===== config.mk =====
export PLATFORM = sky130hd
export DESIGN_NAME = key_table_fifo_evict_lookup
export DESIGN_NICKNAME = d
export VERILOG_FILES = /design/src/design/kt_pkg.sv /design/src/design/kt_ctrl.sv /design/src/design/kt_datapath.sv /design/src/design/key_table_fifo_evict_lookup.sv
export SDC_FILE = /design/constraint.sdc
export NUM_CORES = 1
export LEC_CHECK = 0
export BUFFER_PORTS_ARGS = -buffer_cell sky130_fd_sc_hd__clkbuf_2
export CORE_MARGIN = 2
export CORE_UTILIZATION = 35
export CTS_CLUSTER_DIAMETER = 40
export DETAILED_ROUTE_END_ITERATION = 7
export PLACE_DENSITY_LB_ADDON = 0.3
export SETUP_SLACK_MARGIN = 0.2
export SYNTH_ARGS = -nofsm -noshare
export SYNTH_HDL_FRONTEND = slang
export SYNTH_SLANG_ARGS = --single-unit

===== constraint.sdc =====
create_clock -name clk -period 10 [get_ports clk]
set_clock_uncertainty 0.05 [all_clocks]
set_input_delay 1.5 -clock clk [delete_from_list [all_inputs] [get_ports clk]]
set_output_delay 1.5 -clock clk [all_outputs]
set_load 0.005 [all_outputs]

===== src/design/kt_pkg.sv =====
// Package for the key table: entry layout, operation codes, default sizes.
// No dependencies; imported by every module of the key table.
`timescale 1ns / 1ps

package kt_pkg;

	localparam int ENTRIES_DEF = 4;

	localparam logic KIND_LOOKUP = 1'b0;
	localparam logic KIND_ADD    = 1'b1;

	typedef struct packed {
		logic [15:0] diversifier;
		logic [63:0] random_value;
		logic [63:0] key_high;
		logic [63:0] key_low;
		logic        authenticated;
	} entry_t;

	typedef struct packed {
		logic add;
		logic lookup;
		logic issue;
		logic capture;
		logic out_load;
	} cmd_t;

	typedef struct packed {
		logic count_zero;
		logic left_zero;
		logic hit;
		logic last;
		logic out_free;
	} sts_t;

endpackage


===== src/design/kt_ctrl.sv =====
// Controller state machine of the key table: accepts beats, sequences the scan.
// Depends on kt_pkg for the command and status structs and operation codes.
`timescale 1ns / 1ps

module kt_ctrl import kt_pkg::*; (
	input  logic clk,
	input  logic arst_n,
	input  logic req_valid,
	output logic req_stall,
	input  logic kind,
	input  sts_t sts,
	output cmd_t cmd
);

	typedef enum logic [2:0] {
		ST_IDLE = 3'b001,
		ST_SCAN = 3'b010,
		ST_RESP = 3'b100
	} state_t;

	state_t state_q, state_d;

	always_ff @(posedge clk or negedge arst_n) begin
		if (!arst_n) begin
			state_q <= ST_IDLE;
		end else begin
			state_q <= state_d;
		end
	end

	always_comb begin
		state_d   = state_q;
		cmd       = '0;
		req_stall = 1'b1;
		case (state_q)
			ST_IDLE: begin
				req_stall = 1'b0;
				if (req_valid) begin
					if (kind == KIND_ADD) begin
						cmd.add = 1'b1;
					end else begin
						cmd.lookup = 1'b1;
						if (sts.count_zero) begin
							cmd.capture = 1'b1;
							state_d     = ST_RESP;
						end else begin
							state_d = ST_SCAN;
						end
					end
				end
			end
			ST_SCAN: begin
				cmd.issue = !sts.left_zero;
				if (sts.hit || sts.last) begin
					cmd.capture = 1'b1;
					state_d     = ST_RESP;
				end
			end
			ST_RESP: begin
				if (sts.out_free) begin
					cmd.out_load = 1'b1;
					state_d      = ST_IDLE;
				end
			end
			default: begin
				state_d = ST_IDLE;
			end
		endcase
	end

endmodule


===== src/design/kt_datapath.sv =====
// Datapath of the key table: circular entry memory, pointers, compare and
// result registers. Depends on kt_pkg; driven by kt_ctrl through cmd_t/sts_t.
`timescale 1ns / 1ps

module kt_datapath import kt_pkg::*; #(
	parameter int ENTRIES = ENTRIES_DEF
) (
	input  logic        clk,
	input  logic        arst_n,
	input  cmd_t        cmd,
	output sts_t        sts,
	input  logic [15:0] diversifier,
	input  logic [63:0] random_value,
	input  logic [63:0] key_high,
	input  logic [63:0] key_low,
	input  logic        authenticated,
	output logic        rsp_valid,
	input  logic        rsp_stall,
	output logic        found,
	output logic [63:0] match_key_high,
	output logic [63:0] match_key_low,
	output logic        match_authenticated
);

	localparam int IDX_W = (ENTRIES > 1) ? $clog2(ENTRIES) : 1;
	localparam int CNT_W = $clog2(ENTRIES + 1);
	localparam logic [IDX_W-1:0] LAST_IDX = IDX_W'(ENTRIES - 1);
	localparam logic [CNT_W-1:0] FULL_CNT = CNT_W'(ENTRIES);

	function automatic logic [IDX_W-1:0] next_idx(input logic [IDX_W-1:0] idx);
		logic [IDX_W-1:0] r;
		if (idx == LAST_IDX) begin
			r = '0;
		end else begin
			r = idx + IDX_W'(1);
		end
		return r;
	endfunction

	entry_t           mem [ENTRIES];
	entry_t           rd_data_s1;
	logic             rd_vld_s1;
	logic             rd_last_s1;
	logic [IDX_W-1:0] head_q;
	logic [IDX_W-1:0] tail_q;
	logic [IDX_W-1:0] scan_ptr_q;
	logic [CNT_W-1:0] count_q;
	logic [CNT_W-1:0] left_q;
	logic [15:0]      div_q;
	logic [63:0]      rnd_q;
	logic             res_found_q;
	logic [63:0]      res_kh_q;
	logic [63:0]      res_kl_q;
	logic             res_auth_q;
	logic             rsp_valid_q;
	logic             found_q;
	logic [63:0]      match_kh_q;
	logic [63:0]      match_kl_q;
	logic             match_auth_q;
	logic             hit;
	entry_t           wr_entry;

	assign wr_entry = '{diversifier: diversifier, random_value: random_value,
		key_high: key_high, key_low: key_low, authenticated: authenticated};

	always_ff @(posedge clk) begin
		if (cmd.add) begin
			mem[tail_q] <= wr_entry;
		end
		if (cmd.issue) begin
			rd_data_s1 <= mem[scan_ptr_q];
		end
	end

	always_ff @(posedge clk or negedge arst_n) begin
		if (!arst_n) begin
			head_q      <= '0;
			tail_q      <= '0;
			count_q     <= '0;
			scan_ptr_q  <= '0;
			left_q      <= '0;
			rd_vld_s1   <= 1'b0;
			rd_last_s1  <= 1'b0;
			rsp_valid_q <= 1'b0;
		end else begin
			rd_vld_s1  <= cmd.issue;
			rd_last_s1 <= cmd.issue && (left_q == CNT_W'(1));
			if (cmd.add) begin
				tail_q <= next_idx(tail_q);
				if (count_q == FULL_CNT) begin
					head_q <= next_idx(head_q);
				end else begin
					count_q <= count_q + CNT_W'(1);
				end
			end
			if (cmd.lookup) begin
				scan_ptr_q <= head_q;
				left_q     <= count_q;
			end else if (cmd.issue) begin
				scan_ptr_q <= next_idx(scan_ptr_q);
				left_q     <= left_q - CNT_W'(1);
			end
			if (cmd.out_load) begin
				rsp_valid_q <= 1'b1;
			end else if (!rsp_stall) begin
				rsp_valid_q <= 1'b0;
			end
		end
	end

	assign hit = rd_vld_s1 && (rd_data_s1.diversifier == div_q)
		&& (rd_data_s1.random_value == rnd_q);

	always_ff @(posedge clk) begin
		if (cmd.lookup) begin
			div_q <= diversifier;
			rnd_q <= random_value;
		end
		if (cmd.capture) begin
			res_found_q <= hit;
			res_kh_q    <= hit ? rd_data_s1.key_high : '0;
			res_kl_q    <= hit ? rd_data_s1.key_low : '0;
			res_auth_q  <= hit && rd_data_s1.authenticated;
		end
		if (cmd.out_load) begin
			found_q      <= res_found_q;
			match_kh_q   <= res_kh_q;
			match_kl_q   <= res_kl_q;
			match_auth_q <= res_auth_q;
		end
	end

	assign sts.count_zero = (count_q == '0);
	assign sts.left_zero  = (left_q == '0);
	assign sts.hit        = hit;
	assign sts.last       = rd_vld_s1 && rd_last_s1;
	assign sts.out_free   = !rsp_valid_q || !rsp_stall;

	assign rsp_valid           = rsp_valid_q;
	assign found               = found_q;
	assign match_key_high      = match_kh_q;
	assign match_key_low       = match_kl_q;
	assign match_authenticated = match_auth_q;

endmodule


===== src/design/key_table_fifo_evict_lookup.sv =====
// Associative key table with oldest-first replacement: up to ENTRIES keys,
// matched on diversifier and random number. An add beat gives no response;
// when the table is full the oldest entry is overwritten.
// A lookup beat scans the entries oldest first, one memory read per cycle on
// the single read port, and returns the oldest match: the result is captured
// when the first match, or the last entry on a miss, is read, or at once when
// the table is empty, and is then loaded into the response register once that
// register is free of a response held by rsp_stall; the next request is taken
// in the cycle after the load. No clearing pass after reset.
// Depends on kt_pkg, kt_ctrl and kt_datapath.
`timescale 1ns / 1ps

module key_table_fifo_evict_lookup import kt_pkg::*; #(
	parameter int ENTRIES = ENTRIES_DEF
) (
	input  logic        clk,
	input  logic        arst_n,
	input  logic        req_valid,
	output logic        req_stall,
	input  logic        kind,
	input  logic [15:0] diversifier,
	input  logic [63:0] random_value,
	input  logic [63:0] key_high,
	input  logic [63:0] key_low,
	input  logic        authenticated,
	output logic        rsp_valid,
	input  logic        rsp_stall,
	output logic        found,
	output logic [63:0] match_key_high,
	output logic [63:0] match_key_low,
	output logic        match_authenticated
);

	cmd_t cmd;
	sts_t sts;

	kt_ctrl u_ctrl (
		.clk       (clk),
		.arst_n    (arst_n),
		.req_valid (req_valid),
		.req_stall (req_stall),
		.kind      (kind),
		.sts       (sts),
		.cmd       (cmd)
	);

	kt_datapath #(
		.ENTRIES (ENTRIES)
	) u_datapath (
		.clk                 (clk),
		.arst_n              (arst_n),
		.cmd                 (cmd),
		.sts                 (sts),
		.diversifier         (diversifier),
		.random_value        (random_value),
		.key_high            (key_high),
		.key_low             (key_low),
		.authenticated       (authenticated),
		.rsp_valid           (rsp_valid),
		.rsp_stall           (rsp_stall),
		.found               (found),
		.match_key_high      (match_key_high),
		.match_key_low       (match_key_low),
		.match_authenticated (match_authenticated)
	);

	a_lookup_busy: assert property (@(posedge clk) disable iff (!arst_n)
		(req_valid && !req_stall && kind == KIND_LOOKUP) |=> req_stall)
		else $error("lookup accepted but request side not stalled");

	a_rsp_from_load: assert property (@(posedge clk) disable iff (!arst_n)
		$rose(rsp_valid) |-> $past(cmd.out_load))
		else $error("response raised without a load");

	a_issue_bounded: assert property (@(posedge clk) disable iff (!arst_n)
		cmd.issue |-> !sts.left_zero)
		else $error("memory read issued past the entry count");

	a_single_action: assert property (@(posedge clk) disable iff (!arst_n)
		$onehot0({cmd.add, cmd.lookup, cmd.issue, cmd.out_load}))
		else $error("conflicting datapath commands");

endmodule


=== After elaboration in Yosys (flattened, before gate mapping) ===
Memories as Yosys holds them, arrays and structs flattened. A register that Yosys moved wholly into a read port is not among the register bits.
Cells that the tools add are included.

* Register bits: 358
* Bits in writable memories: 836
* Input bits: 214
* Output and inout bits: 132
* Logic and storage cells: 87
* Memories kept: 1

* Add/sub/neg operators: 5
* Equal/unequal tests: 15
* Muxes and demuxes: 30
* Bitwise operators: 1
* Reduce and logical (&&, ||, !) cells: 16

{| class="wikitable"
|+ Memory list
! memory !! words !! bits a word !! rd ports !! clocked after Yosys merged registers in !! write ports !! line !! RTL
|-
| u_datapath.mem || 4 || 209 || 1 || 1 || 1 || kt_datapath.sv:40 || <nowiki>entry_t mem [ENTRIES];</nowiki>
|}

{| class="wikitable"
|+ Operator list
! operator !! number
|-
| 64-bit == test || 1
|-
| 3-bit two-way mux || 7
|-
| 16-bit == test || 1
|-
| 1-bit two-way mux || 14
|-
| 2-bit two-way mux || 7
|-
| 3-bit one-hot mux with 3 select lines || 1
|-
| 2-bit by 1-bit adder with 2-bit output (second input constant) || 3
|-
| 2-bit == test (second input constant) || 3
|-
| 3-bit by 1-bit == test with 1-bit output (second input constant) || 2
|-
| 3-bit == test (second input constant) || 2
|-
| 3-bit logical NOT || 2
|-
| 2-bit inequality test (second input constant) || 3
|-
| 1-bit logical AND || 5
|-
| 2-bit by 1-bit inequality test with 1-bit output (second input constant) || 2
|-
| 2-bit AND reduction || 2
|-
| 4-bit AND reduction || 1
|-
| 3-bit by 1-bit adder with 3-bit output (second input constant) || 1
|-
| 3-bit by 2-bit == test with 1-bit output (second input constant) || 1
|-
| 1-bit logical NOT || 3
|-
| 3-bit by 1-bit subtractor with 3-bit output (second input constant) || 1
|-
| 1-bit logical OR || 2
|-
| 1-bit one-hot mux with 2 select lines || 1
|-
| 2-bit nonzero test || 1
|-
| 1-bit inverter || 1
|}

=== Longest topological paths before layout ===
Gate-level depths: netlist (run 1).

* Word-level depth: 6
* Mapped depth: 8
* Mapped depth without buffers: 7

=== Cells and area by module ===
A second synthesis (run 1) with hierarchy kept.

* Cells, all modules: 2,221
* Area total of the unflattened synthesis: 51,141.5 sq um

{| class="wikitable"
|+ By module, submodules not included
! module !! times used !! cells each !! area each (sq um) !! seq. area each (sq um)
|-
| kt_datapath || 1 || 2,201 || 50,922.6 || 41,965.2
|-
| kt_ctrl || 1 || 20 || 219.0 || 76.3
|}

=== Worst setup path before layout (run 1) ===
No wires, ideal clock.

* Path kind: input-to-reg
* Start: input port rsp_stall
* End: register u_datapath.found_q, in the netlist u_datapath.found, enable pin
* Library setup time: 0.663 ns
* Data arrival time: 7.778 ns
* Required time: 9.287 ns
* Path slack: 1.509 ns
* Cell stages on the path: 1
* Buffers on the path: 0
* Cell sequence: a21oi_1

* Cells in the longest elaborated chain, start to end: 4

{| class="wikitable"
|+ RTL lines
! what !! line !! RTL
|-
| from (decl) || key_table_fifo_evict_lookup.sv:27 || <nowiki>input logic rsp_stall,</nowiki>
|-
| 1-bit logical NOT || - ||
|-
| 1-bit logical OR || kt_datapath.sv:137 || <nowiki>assign sts.out_free = !rsp_valid_q || !rsp_stall;</nowiki>
|-
| 1-bit two-way mux || kt_ctrl.sv:60 || <nowiki>if (sts.out_free) begin</nowiki>
|-
| 1-bit two-way mux || kt_ctrl.sv:35 || <nowiki>case (state_q)</nowiki>
|-
| to (signal assigned) || kt_datapath.sv:126 || <nowiki>found_q <= res_found_q;</nowiki>
|-
| to (decl) || kt_datapath.sv:56 || <nowiki>logic found_q;</nowiki>
|}

Every way passes these cells.
A chain may end at the register's enable or synchronous reset.

==> flow_metrics.env, run 1 <==
export IMPL_clk_insertion_delay_late_ns=0.80
export IMPL_critPathMaxFanout=117
export IMPL_layout_area_seq_um2=42000
export IMPL_layout_min_cycle_time_ns=4.02
export IMPL_status="complete, no violations"
export IMPL_antenna_found_initial=44
export IMPL_r2r_cells=7
export IMPL_grt_pass1_wl_um=147000
export IMPL_end_kind="flip-flop"
export IMPL_gp_congestion=0.729
export IMPL_clock_sinks=1403
export IMPL_synth_yosys_seq_area_share_pct=85.3
export IMPL_yosys_area_top_type="edfxtp_1"
export IMPL_netlist_area_um2=49300
export IMPL_grt_total_usage_pct=14.0
export IMPL_ir_worst_vdd_v=0.000221
export IMPL_drcViolationCount=0
export IMPL_slew_headroom_pct=32.7
export IMPL_rr_endpoint="u_datapath.res_kh_q[16]"
export IMPL_netlist_instances=2015
export IMPL_path_class="flip-flop to flip-flop"
export IMPL_cp_required_ns=10.32
export IMPL_setup_viol=0
export IMPL_post_cts_buffers=0
export IMPL_timing_fmax_mhz=249
export IMPL_drv_cap=0
export IMPL_cts_resized=0
export IMPL_drt_vias_per_instance=4.67
export IMPL_antenna_left=0
export IMPL_worstMarginPinSlew_ns=1.01
export IMPL_synth_area_per_cell_um2=24.5
export IMPL_die_w_um=379
export IMPL_worstSetupEndpoint="u_datapath.res_kh_q[16]"
export IMPL_htree_levels=4
export IMPL_grt_pass1_vias=22800
export IMPL_cts_buffer_depth=3
export IMPL_die_height_um=379
export IMPL_num_vias=21100
export IMPL_syn_nets=2240
export IMPL_final_setup_tns_ns=0
export IMPL_arrival_ns=4.34
export IMPL_crit_path_start="u_datapath.rnd_q[36]"
export IMPL_fp_row_count=137
export IMPL_ys_ff_latch=1403
export IMPL_first_pass_iters=5
export IMPL_power_density_nw_per_um2=260
export IMPL_synth_flop_cell="edfxtp_1"
export IMPL_grt_overflow=0
export IMPL_synth_warnings=0
export IMPL_wl_um=100000
export IMPL_reg2reg_slack_ns=5.98
export IMPL_synth_edf_count=1385
export IMPL_ys_types=46
export IMPL_portBuffers=345
export IMPL_slowest_stage="nor4_1"
export IMPL_rsz0062_at_grt="no"
export IMPL_dieArea_um2=144000
export IMPL_slowest_delay_ns=0.59
export IMPL_holdBufCountCts=0
export IMPL_hold_viol_final=0
export IMPL_cts_clk_slew_worst_paths_ns=0.05
export IMPL_cts_buffers=175
export IMPL_hold_ws_ns=0.340
export IMPL_syn2layout_area_growth_pct=20.7
export IMPL_hp_class="flip-flop to flip-flop"
export IMPL_tritoncts="done"
export IMPL_p_leak_nw=19.5
export IMPL_maxSlewViolCount=0
export IMPL_drive_gt1_share_pct=32.8
export IMPL_netlist_top_cells_area="edfxtp_1 84%, mux4_2 9.5%, and2_1 1.7%, dfrtp_1 0.86%, xnor2_1 0.73%"
export IMPL_hpwl_um=57000
export IMPL_initial_core_util_pct=35.3
export IMPL_grt_max_degree=135
export IMPL_drt_iter0_drc=1313
export IMPL_async_flop_share_pct=1.28
export IMPL_period_share_pct=40.2
export IMPL_wl_per_cell_um=22.1
export IMPL_synth_top_area_share_pct=84.4
export IMPL_worstPathCellList="xor2_1, nor4_1, nand4_1, nor4_4, buf_4, a211o_4, buf_12"
export IMPL_final_util_pct=42.6
export IMPL_fin_nets=2722
export IMPL_core_um2=140000
export IMPL_reg2reg_from="u_datapath.rnd_q[36]"
export IMPL_fillers=12000
export IMPL_pin_count=346
export IMPL_multi_input_area_um2=6880
export IMPL_critPathLaunchType="flip-flop"
export IMPL_cts_root_buffer="clkbuf_16"
-- cells in the mapped netlist, drive strengths merged, types with 2 or more instances --
cell type  count
nor3           3
a221oi         3
nor2           8
and2         134
mux2           2
a22o           4
clkbuf        27
nand3          2
o21ai          4
a21oi          4
o22ai          8
ha            11
o2bb2ai        4
a211o          2
dfrtp         17
mux4         209
edfxtp      1385
nor2b          2
xnor2         41
buf           36
xor2          17
inv           35
nand4         12
and3           3
o221ai         2
nand2         15
nor4          10
nor3b          2
-- sequential cells by signal, indices dropped and copies added (netlist names), 3 cells and up --
name                       cells
u_datapath.mem               836
u_datapath.rd_data_s1        209
u_datapath.match_key_high     64
u_datapath.match_key_low      64
u_datapath.res_kh_q           64
u_datapath.res_kl_q           64
u_datapath.rnd_q              64
u_datapath.div_q              16
u_ctrl.state_q                 3
u_datapath.count_q             3
u_datapath.left_q              3
-- critical path: cells and delay by family (launching register included) --
| family | cells | cell delay, ns |
|---|---|---|
| buf+inv | 2 | 1.14 |
| simple gates | 3 | 1.28 |
| flops | 1 | 0.40 |
| xor+xnor | 1 | 0.18 |
| compound gates | 1 | 0.42 |
-- worst min-delay path by stage --
stage	startpoint	end	slack [ns]	depth (start not counted)
5_1_grt	u_datapath.res_kh_q[8]	u_datapath.match_key_high[8]	0.35	0
4_1_cts	u_datapath.res_kh_q[8]	u_datapath.match_key_high[8]	0.33	0
3_5_place_dp	u_datapath.res_found_q	u_datapath.found	0.35	0
3_3_place_gp	u_datapath.res_kl_q[39]	u_datapath.match_key_low[39]	0.35	0
2_1_floorplan	u_datapath.res_found_q	u_datapath.found	0.35	0
6_report	u_datapath.res_kl_q[60]	u_datapath.match_key_low[60]	0.34	0
-- stage by stage --
stage / cells / setup WS, ns / total power, W / cell area [um^2]
finish: 4528 / 5.98 / 0.0154 / 59500
global route: 4520 / 5.62 / 0.0160 / 59500
CTS: 4518 / 5.62 / 0.0157 / 59500
detailed placement: 4196 / 5.65 / 0.00921 / 53400
global placement: 4196 / 5.71 / 0.00915 / 53400
floorplan: 2015 / 1.51 / 0.00873 / 49300
-- metal layers --
layer | vias up | global-route usage [%] | wire, um
met3 | 222 | 4.61 | 7170
li1 | 9314 | - | -
met4 | 52 | 4.84 | 2550
met5 | - | 0 | 323
met2 | 564 | 23.7 | 50400
met1 | 11000 | 16.6 | 39700
-- final cells by class --
class	count	share of cell area (%)
diodes	10	0.0421
clock buffers	199	7.58
clock inverters	123	2.63
inverters	35	0.238
multi-input cells	514	11.6
flip-flops and latches	1403	70.7
well taps	1876	3.95
repair buffers	368	3.32
-- cell usage in the layout (no fill, tap or decap), types with 4 or more instances in the layout --
cell type and count:
clkinv_16 4, o22ai_1 8, and2_4 4, o2bb2ai_1 4, clkinv_1 26, bufinv_16 25, xnor2_1 41, ha_1 11
clkinv_4 10, clkinvlp_4 18, clkinv_2 14, dfrtp_1 15, inv_6 13, edfxtp_1 1385, clkbuf_1 22, nand2_1 15
inv_8 8, xor2_1 17, clkbuf_16 177, buf_4 17, nor2_1 8, inv_1 33, a22o_1 4, and2_1 130
mux4_2 209, clkbuf_2 345, diode_2 10, nor4_1 9, nand4_1 12, o21ai_0 4, buf_12 6
-- cells by family (layout without fill, tap and decap cells) --
kind of cell,Yosys count,in the layout,share of synthesized area (%)
DFF,1403,1403,85.3
muxes,211,211,9.59
and+or+nand+nor,194,194,2.38
buffers and inverters,98,725,0.833
xor gates and xnor gates,58,58,1.03
AOI/OAI and AO/OA,40,40,0.607
adders and majority gates,11,11,0.279
other,0,10,0
-- where the power goes --
group,internal [W],switching (W),total [W]
Clock,0.00394,0.00248,0.00642
Sequential,0.00706,0.000197,0.00726
Combinational,0.000879,0.000882,0.00176
Total,0.0119,0.00356,0.0154
Note: power is estimated with default switching activity, not from simulation.
==> run 2: changes to the inputs <==
Settings changed: ABC_AREA set to 1.
Clock period 10 ns to 3.93 ns, I/O delays scaled along.
==> flow_metrics.env, run 2 <==
export IMPL_antenna_found_initial=20
export IMPL_rr_endpoint="u_datapath.res_kl_q[28]"
export IMPL_layout_common_cells="1,385 x edfxtp_1, 541 x nor2_1, 433 x o21ai_0"
export IMPL_syn2layout_area_growth_pct=25.8
export IMPL_hp_class="primary input to asynchronous set/reset pin"
export IMPL_fillers=12900
export IMPL_clk_insertion_delay_late_ns=0.82
export IMPL_cts_resized=0
export IMPL_grt_pass1_wl_um=180000
export IMPL_cts_buffer_depth=3
export IMPL_gp_congestion=0.746
export IMPL_netlist_top_cells_area="edfxtp_1 82%, o21ai_0 4.3%, nor2_1 4.0%, o22ai_1 2.6%, inv_1 2.0%"
export IMPL_cts_root_buffer="clkbuf_16"
export IMPL_die_w_um=386
export IMPL_worstSetupEndpoint="u_datapath.res_kl_q[28]"
export IMPL_wl_um=122000
export IMPL_netlist_area_um2=51000
export IMPL_cts_buffers=185
export IMPL_initial_core_util_pct=35.1
export IMPL_violations="max-slew violations"
export IMPL_ir_worst_vdd_v=0.000779
export IMPL_synth_common_cells="1,385 x edfxtp_1, 545 x nor2_1, 433 x o21ai_0"
export IMPL_final_common_cell="edfxtp_1"
export IMPL_synth_most_common_cell="edfxtp_1"
export IMPL_pin_count=346
export IMPL_largest_reg_flops=836
export IMPL_netlist_instances=3345
export IMPL_cp_required_ns=4.50
export IMPL_die_height_um=386
export IMPL_slew_headroom_pct=-5.37
export IMPL_grt_overflow=0
export IMPL_synth_top_family_by_area="compound AO/OA/AOI/OAI gates"
export IMPL_end_kind="flip-flop"
export IMPL_yosys_area_top_type="edfxtp_1"
export IMPL_syn_nets=3570
export IMPL_critPathLaunchType="flip-flop"
export IMPL_arrival_ns=3.69
export IMPL_synth_compound_area_share_pct=7.07
export IMPL_core_um2=145000
export IMPL_top_regs="u_datapath.mem (836), u_datapath.rd_data_s1 (209)"
export IMPL_drive_gt1_share_pct=19.5
export IMPL_ys_ff_latch=1403
export IMPL_r2r_cells=8
export IMPL_reg2reg_from="u_datapath.rd_data_s1[207]"
export IMPL_hold_viol_final=0
export IMPL_rsz0062_at_grt="no"
export IMPL_critPathMaxFanout=131
export IMPL_grt_max_degree=207
export IMPL_setup_viol=0
export IMPL_grt_pass1_vias=28500
export IMPL_async_flop_share_pct=1.28
export IMPL_num_vias=28800
export IMPL_portBuffers=345
export IMPL_synth_warnings=0
export IMPL_grt_total_usage_pct=16.3
export IMPL_power_density_nw_per_um2=675
export IMPL_reg2reg_slack_ns=0.80
export IMPL_drt_vias_per_instance=4.73
export IMPL_yosys_area_share_simple_pct=6.67
export IMPL_ys_types=30
export IMPL_drv_cap=0
export IMPL_fp_row_count=140
export IMPL_final_setup_tns_ns=0
export IMPL_fin_nets=4223
export IMPL_synth_flop_cell="edfxtp_1"
export IMPL_synthAdderAreaFrac_pct=0.270
export IMPL_path_class="flip-flop to flip-flop"
export IMPL_clock_sinks=1403
export IMPL_antenna_left=0
export IMPL_worstMarginPinSlew_ns=1.58
export IMPL_crit_path_start="u_datapath.rd_data_s1[207]"
export IMPL_maxSlewViolCount=62
export IMPL_drcViolationCount=0
export IMPL_timing_fmax_mhz=320
export IMPL_p_leak_nw=22.8
export IMPL_status="finished with violations"
export IMPL_hpwl_um=68400
export IMPL_dieArea_um2=149000
export IMPL_hold_ws_ns=0.236
export IMPL_first_pass_iters=7
export IMPL_cts_clk_slew_worst_paths_ns=0.06
export IMPL_synth_top_area_share_pct=81.6
export IMPL_synth_edf_count=1385
export IMPL_largest_register="u_datapath.mem"
export IMPL_synth_mux_area_share_pct=0.0221
export IMPL_layout_min_cycle_time_ns=3.13
export IMPL_tritoncts="done"
export IMPL_period_share_pct=79.5
export IMPL_wl_per_cell_um=20.1
export IMPL_htree_levels=4
export IMPL_synth_area_per_cell_um2=15.2
export IMPL_synth_xor_area_share_pct=0.189
export IMPL_synth_yosys_seq_area_share_pct=82.5
export IMPL_drt_iter0_drc=2195
[run 2: cells by family (layout without fill, tap and decap cells)]
group,after synthesis,in the layout
adders and majority gates,11,11
muxes,1,1
DFF,1403,1403
AOI/OAI and AO/OA,664,664
and+or+nand+nor,834,834
buffers and inverters,421,1231
xor gates and xnor gates,11,11
other,0,10
[run 2: report_power, final]
group | switching (W) | total [W] | internal (W) | leakage [nW]
Clock | 0.00678 | 0.0172 | 0.0104 | 3.11
Sequential | 0.000536 | 0.0190 | 0.0184 | 12.9
Combinational | 0.00495 | 0.00712 | 0.00217 | 6.81
Total | 0.0123 | 0.0433 | 0.0310 | 22.8
[run 2: cell type report]
class / instances / area (um^2) / area share [%]
Antenna cell: 10 / 25.0 / 0.0390
Clock buffer: 211 / 4750 / 7.41
Inverter: 268 / 1020 / 1.59
Sequential cell: 1403 / 42000 / 65.6
Clock inverter: 133 / 1740 / 2.71
Multi-Input combinational cell: 1521 / 7370 / 11.5
Tap cell: 1917 / 2400 / 3.74
Timing Repair Buffer: 619 / 4770 / 7.45
[run 2: metrics by stage]
stage	cells	power, W	util [%]	area (um^2)	worst slack [ns]
after global routing	6080	0.0453	44.2	64100	0.776
after detailed placement	5517	0.0263	38.3	55500	0.895
after floorplan	3345	0.0237	-	51100	-0.772
final	6082	0.0433	44.2	64100	0.804
after CTS	6072	0.0438	44.2	64100	0.885
after global placement	5517	0.0262	38.3	55500	0.820
[run 2: metal layers]
layer | GRT usage [%] | vias to the layer above | share of wire [%]
met2 | 25.8 | 766 | 48
met3 | 3.68 | 225 | 5.6
met1 | 21.8 | 14300 | 44
met4 | 6.31 | 20 | 3.0
met5 | 0 | - | 0.10
li1 | - | 13500 | -
[run 2: critical path, stage by stage, from the launching register on]
cell and delay, ns:
edfxtp_1 0.39, xnor2_1 0.40, nand2_1 0.13, nor2_1 0.13
nand3_1 0.21, nor2_1 0.31, nand3_4 0.18, buf_12 0.24
nor2_2 0.43
[run 2: worst min-delay path by stage]
stage,startpoint,to,slack [ns],depth (start not counted)
2_1_floorplan,arst_n,u_ctrl.state_q[1],0.24,0
3_3_place_gp,u_datapath.res_kl_q[63],u_datapath.match_key_low[63],0.35,0
3_5_place_dp,u_datapath.res_kh_q[29],u_datapath.match_key_high[29],0.35,0
4_1_cts,kind,u_ctrl.state_q[0],0.13,3
5_1_grt,kind,u_ctrl.state_q[0],0.17,3
6_report,arst_n,u_datapath.rsp_valid,0.24,2
[run 2: timing repair]
item                                   in CTS  in global routing
hold buffers                              211                  0
buffers inserted                            0                  0
endpoints found under the hold margin     935                  0
==> run 3: changes to the inputs <==
Clock period 3.93 ns to 2.8 ns, I/O delays scaled along.
==> flow_metrics.env, run 3 (synthesis results as in run 2) <==
export IMPL_wl_per_cell_um=19.9
export IMPL_critPathLaunchType="flip-flop"
export IMPL_grt_pass1_wl_um=179000
export IMPL_power_density_nw_per_um2=949
export IMPL_critPathMaxFanout=9
export IMPL_initial_core_util_pct=35.1
export IMPL_core_um2=145000
export IMPL_die_w_um=386
export IMPL_largest_register="u_datapath.mem"
export IMPL_maxSlewViolCount=0
export IMPL_layout_min_cycle_time_ns=2.43
export IMPL_grt_total_usage_pct=16.1
export IMPL_cts_root_buffer="clkbuf_16"
export IMPL_fin_area_um2=64800
export IMPL_drive_gt1_share_pct=20.8
export IMPL_gp_congestion=0.749
export IMPL_hold_ws_ns=0.0922
export IMPL_layout_common_cells="1,385 x edfxtp_1, 532 x nor2_1, 433 x o21ai_0"
export IMPL_wl_um=122000
export IMPL_grt_max_degree=192
export IMPL_portBuffers=345
export IMPL_final_common_cell="edfxtp_1"
export IMPL_antenna_found_initial=22
export IMPL_worstPathCellList="nand3_1, nor3_4, nand2_1, nand2_8, buf_12, buf_4"
export IMPL_fp_row_count=140
export IMPL_drt_iter0_drc=2114
export IMPL_drt_vias_per_instance=4.72
export IMPL_worstMarginPinSlew_ns=1.29
export IMPL_critical_path_top_delay_family="simple AND/OR/NAND/NOR gates"
export IMPL_arrival_ns=2.90
export IMPL_cts_clk_slew_worst_paths_ns=0.06
export IMPL_cp_required_ns=3.27
export IMPL_slowest_delay_ns=0.55
export IMPL_syn2layout_area_growth_pct=27.2
export IMPL_hold_viol_final=0
export IMPL_ir_worst_vdd_v=0.000728
export IMPL_antenna_left=0
export IMPL_num_vias=28900
export IMPL_fin_nets=4258
export IMPL_first_pass_iters=5
export IMPL_htree_levels=4
export IMPL_path_class="flip-flop to flip-flop"
export IMPL_slowest_stage="dfstp_2"
export IMPL_grt_overflow=0
export IMPL_drcViolationCount=0
export IMPL_hp_class="primary input to asynchronous set/reset pin"
export IMPL_period_share_pct=86.9
export IMPL_end_kind="flip-flop"
export IMPL_clock_sinks=1403
export IMPL_power_w=0.0616
export IMPL_timing_fmax_mhz=411
export IMPL_pin_count=346
export IMPL_grt_pass1_vias=28100
export IMPL_worst_path_buf_inv=2
export IMPL_drv_cap=0
export IMPL_setup_viol=0
export IMPL_cts_buffers=186
export IMPL_p_leak_nw=23.1
export IMPL_dieArea_um2=149000
export IMPL_top_regs="u_datapath.mem (836), u_datapath.rd_data_s1 (209)"
export IMPL_place_inst=5539
export IMPL_largest_reg_flops=836
export IMPL_tritoncts="done"
export IMPL_fillers=12800
export IMPL_final_cells=6122
export IMPL_cts_buffer_depth=3
export IMPL_rsz0062_at_grt="yes"
export IMPL_hpwl_um=70700
export IMPL_place_area_um2=55900
export IMPL_die_height_um=386
export IMPL_status="complete, no violations"
export IMPL_clk_insertion_delay_late_ns=0.83
export IMPL_slew_headroom_pct=14.0
run 3: layout make-up:
type	instances	area, um^2	share of cell area (%)
multi-input combinational	1522	7410	11.4
clock buffer	207	4750	7.33
timing repair buffer	652	5340	8.24
inverter	268	1020	1.57
clock inverter	143	1850	2.85
antenna	10	25.0	0.0386
sequential	1403	42000	64.8
tap	1917	2400	3.70
run 3: what timing repair did:
| action | 4_1_cts | 5_1_grt |
|---|---|---|
| cloned | 2 | 3 |
| buffers inserted | 4 | 3 |
| endpoints found under the hold margin | 935 | 0 |
| pin swaps | 1 | 4 |
| gates resized for setup | 8 | 8 |
| setup endpoints to repair | 83 | 100 |
| hold buffers | 211 | 0 |
run 3: power by group:
| part | leakage (nW) | total [W] | internal, W | switching [W] |
|---|---|---|---|---|
| logic | 7.09 | 0.0104 | 0.00331 | 0.00705 |
| clock network | 3.17 | 0.0247 | 0.0151 | 0.00960 |
| registers | 12.9 | 0.0265 | 0.0259 | 0.000667 |
| total | 23.1 | 0.0616 | 0.0442 | 0.0173 |
run 3: routing by layer:
layer	track usage [%]	share of wire, %	vias to the layer above
met5	0	0.11	-
met4	5.33	2.4	22
met3	3.81	5.7	219
met2	26.2	49	770
met1	21.4	43	14300
li1	-	-	13600
run 3: path summary, 6_finish.rpt:
kind	from	to	slack, ns	depth (start not counted)
max	u_ctrl.state_q[0]	u_datapath.res_kh_q[60]	0.37	6
max in group asynchronous	arst_n	u_datapath.scan_ptr_q[1]	2.15	2
min in group clk	kind	u_ctrl.state_q[1]	0.10	4
min reg2reg	u_datapath.res_kh_q[33]	u_datapath.match_key_high[33]	0.36	0
min	arst_n	u_datapath.rsp_valid	0.09	2
max reg2reg	u_ctrl.state_q[0]	u_datapath.res_kh_q[60]	0.37	6
run 3: through the flow:
step                setup TNS [ns]  setup slack (ns)  util (%)
finish                           0             0.367      44.7
global route                     0             0.196      44.7
CTS                              0             0.213      44.6
detailed placement               0             0.165      38.5
global placement                 0             0.183      38.5
floorplan                 -2371.31             -1.90         -
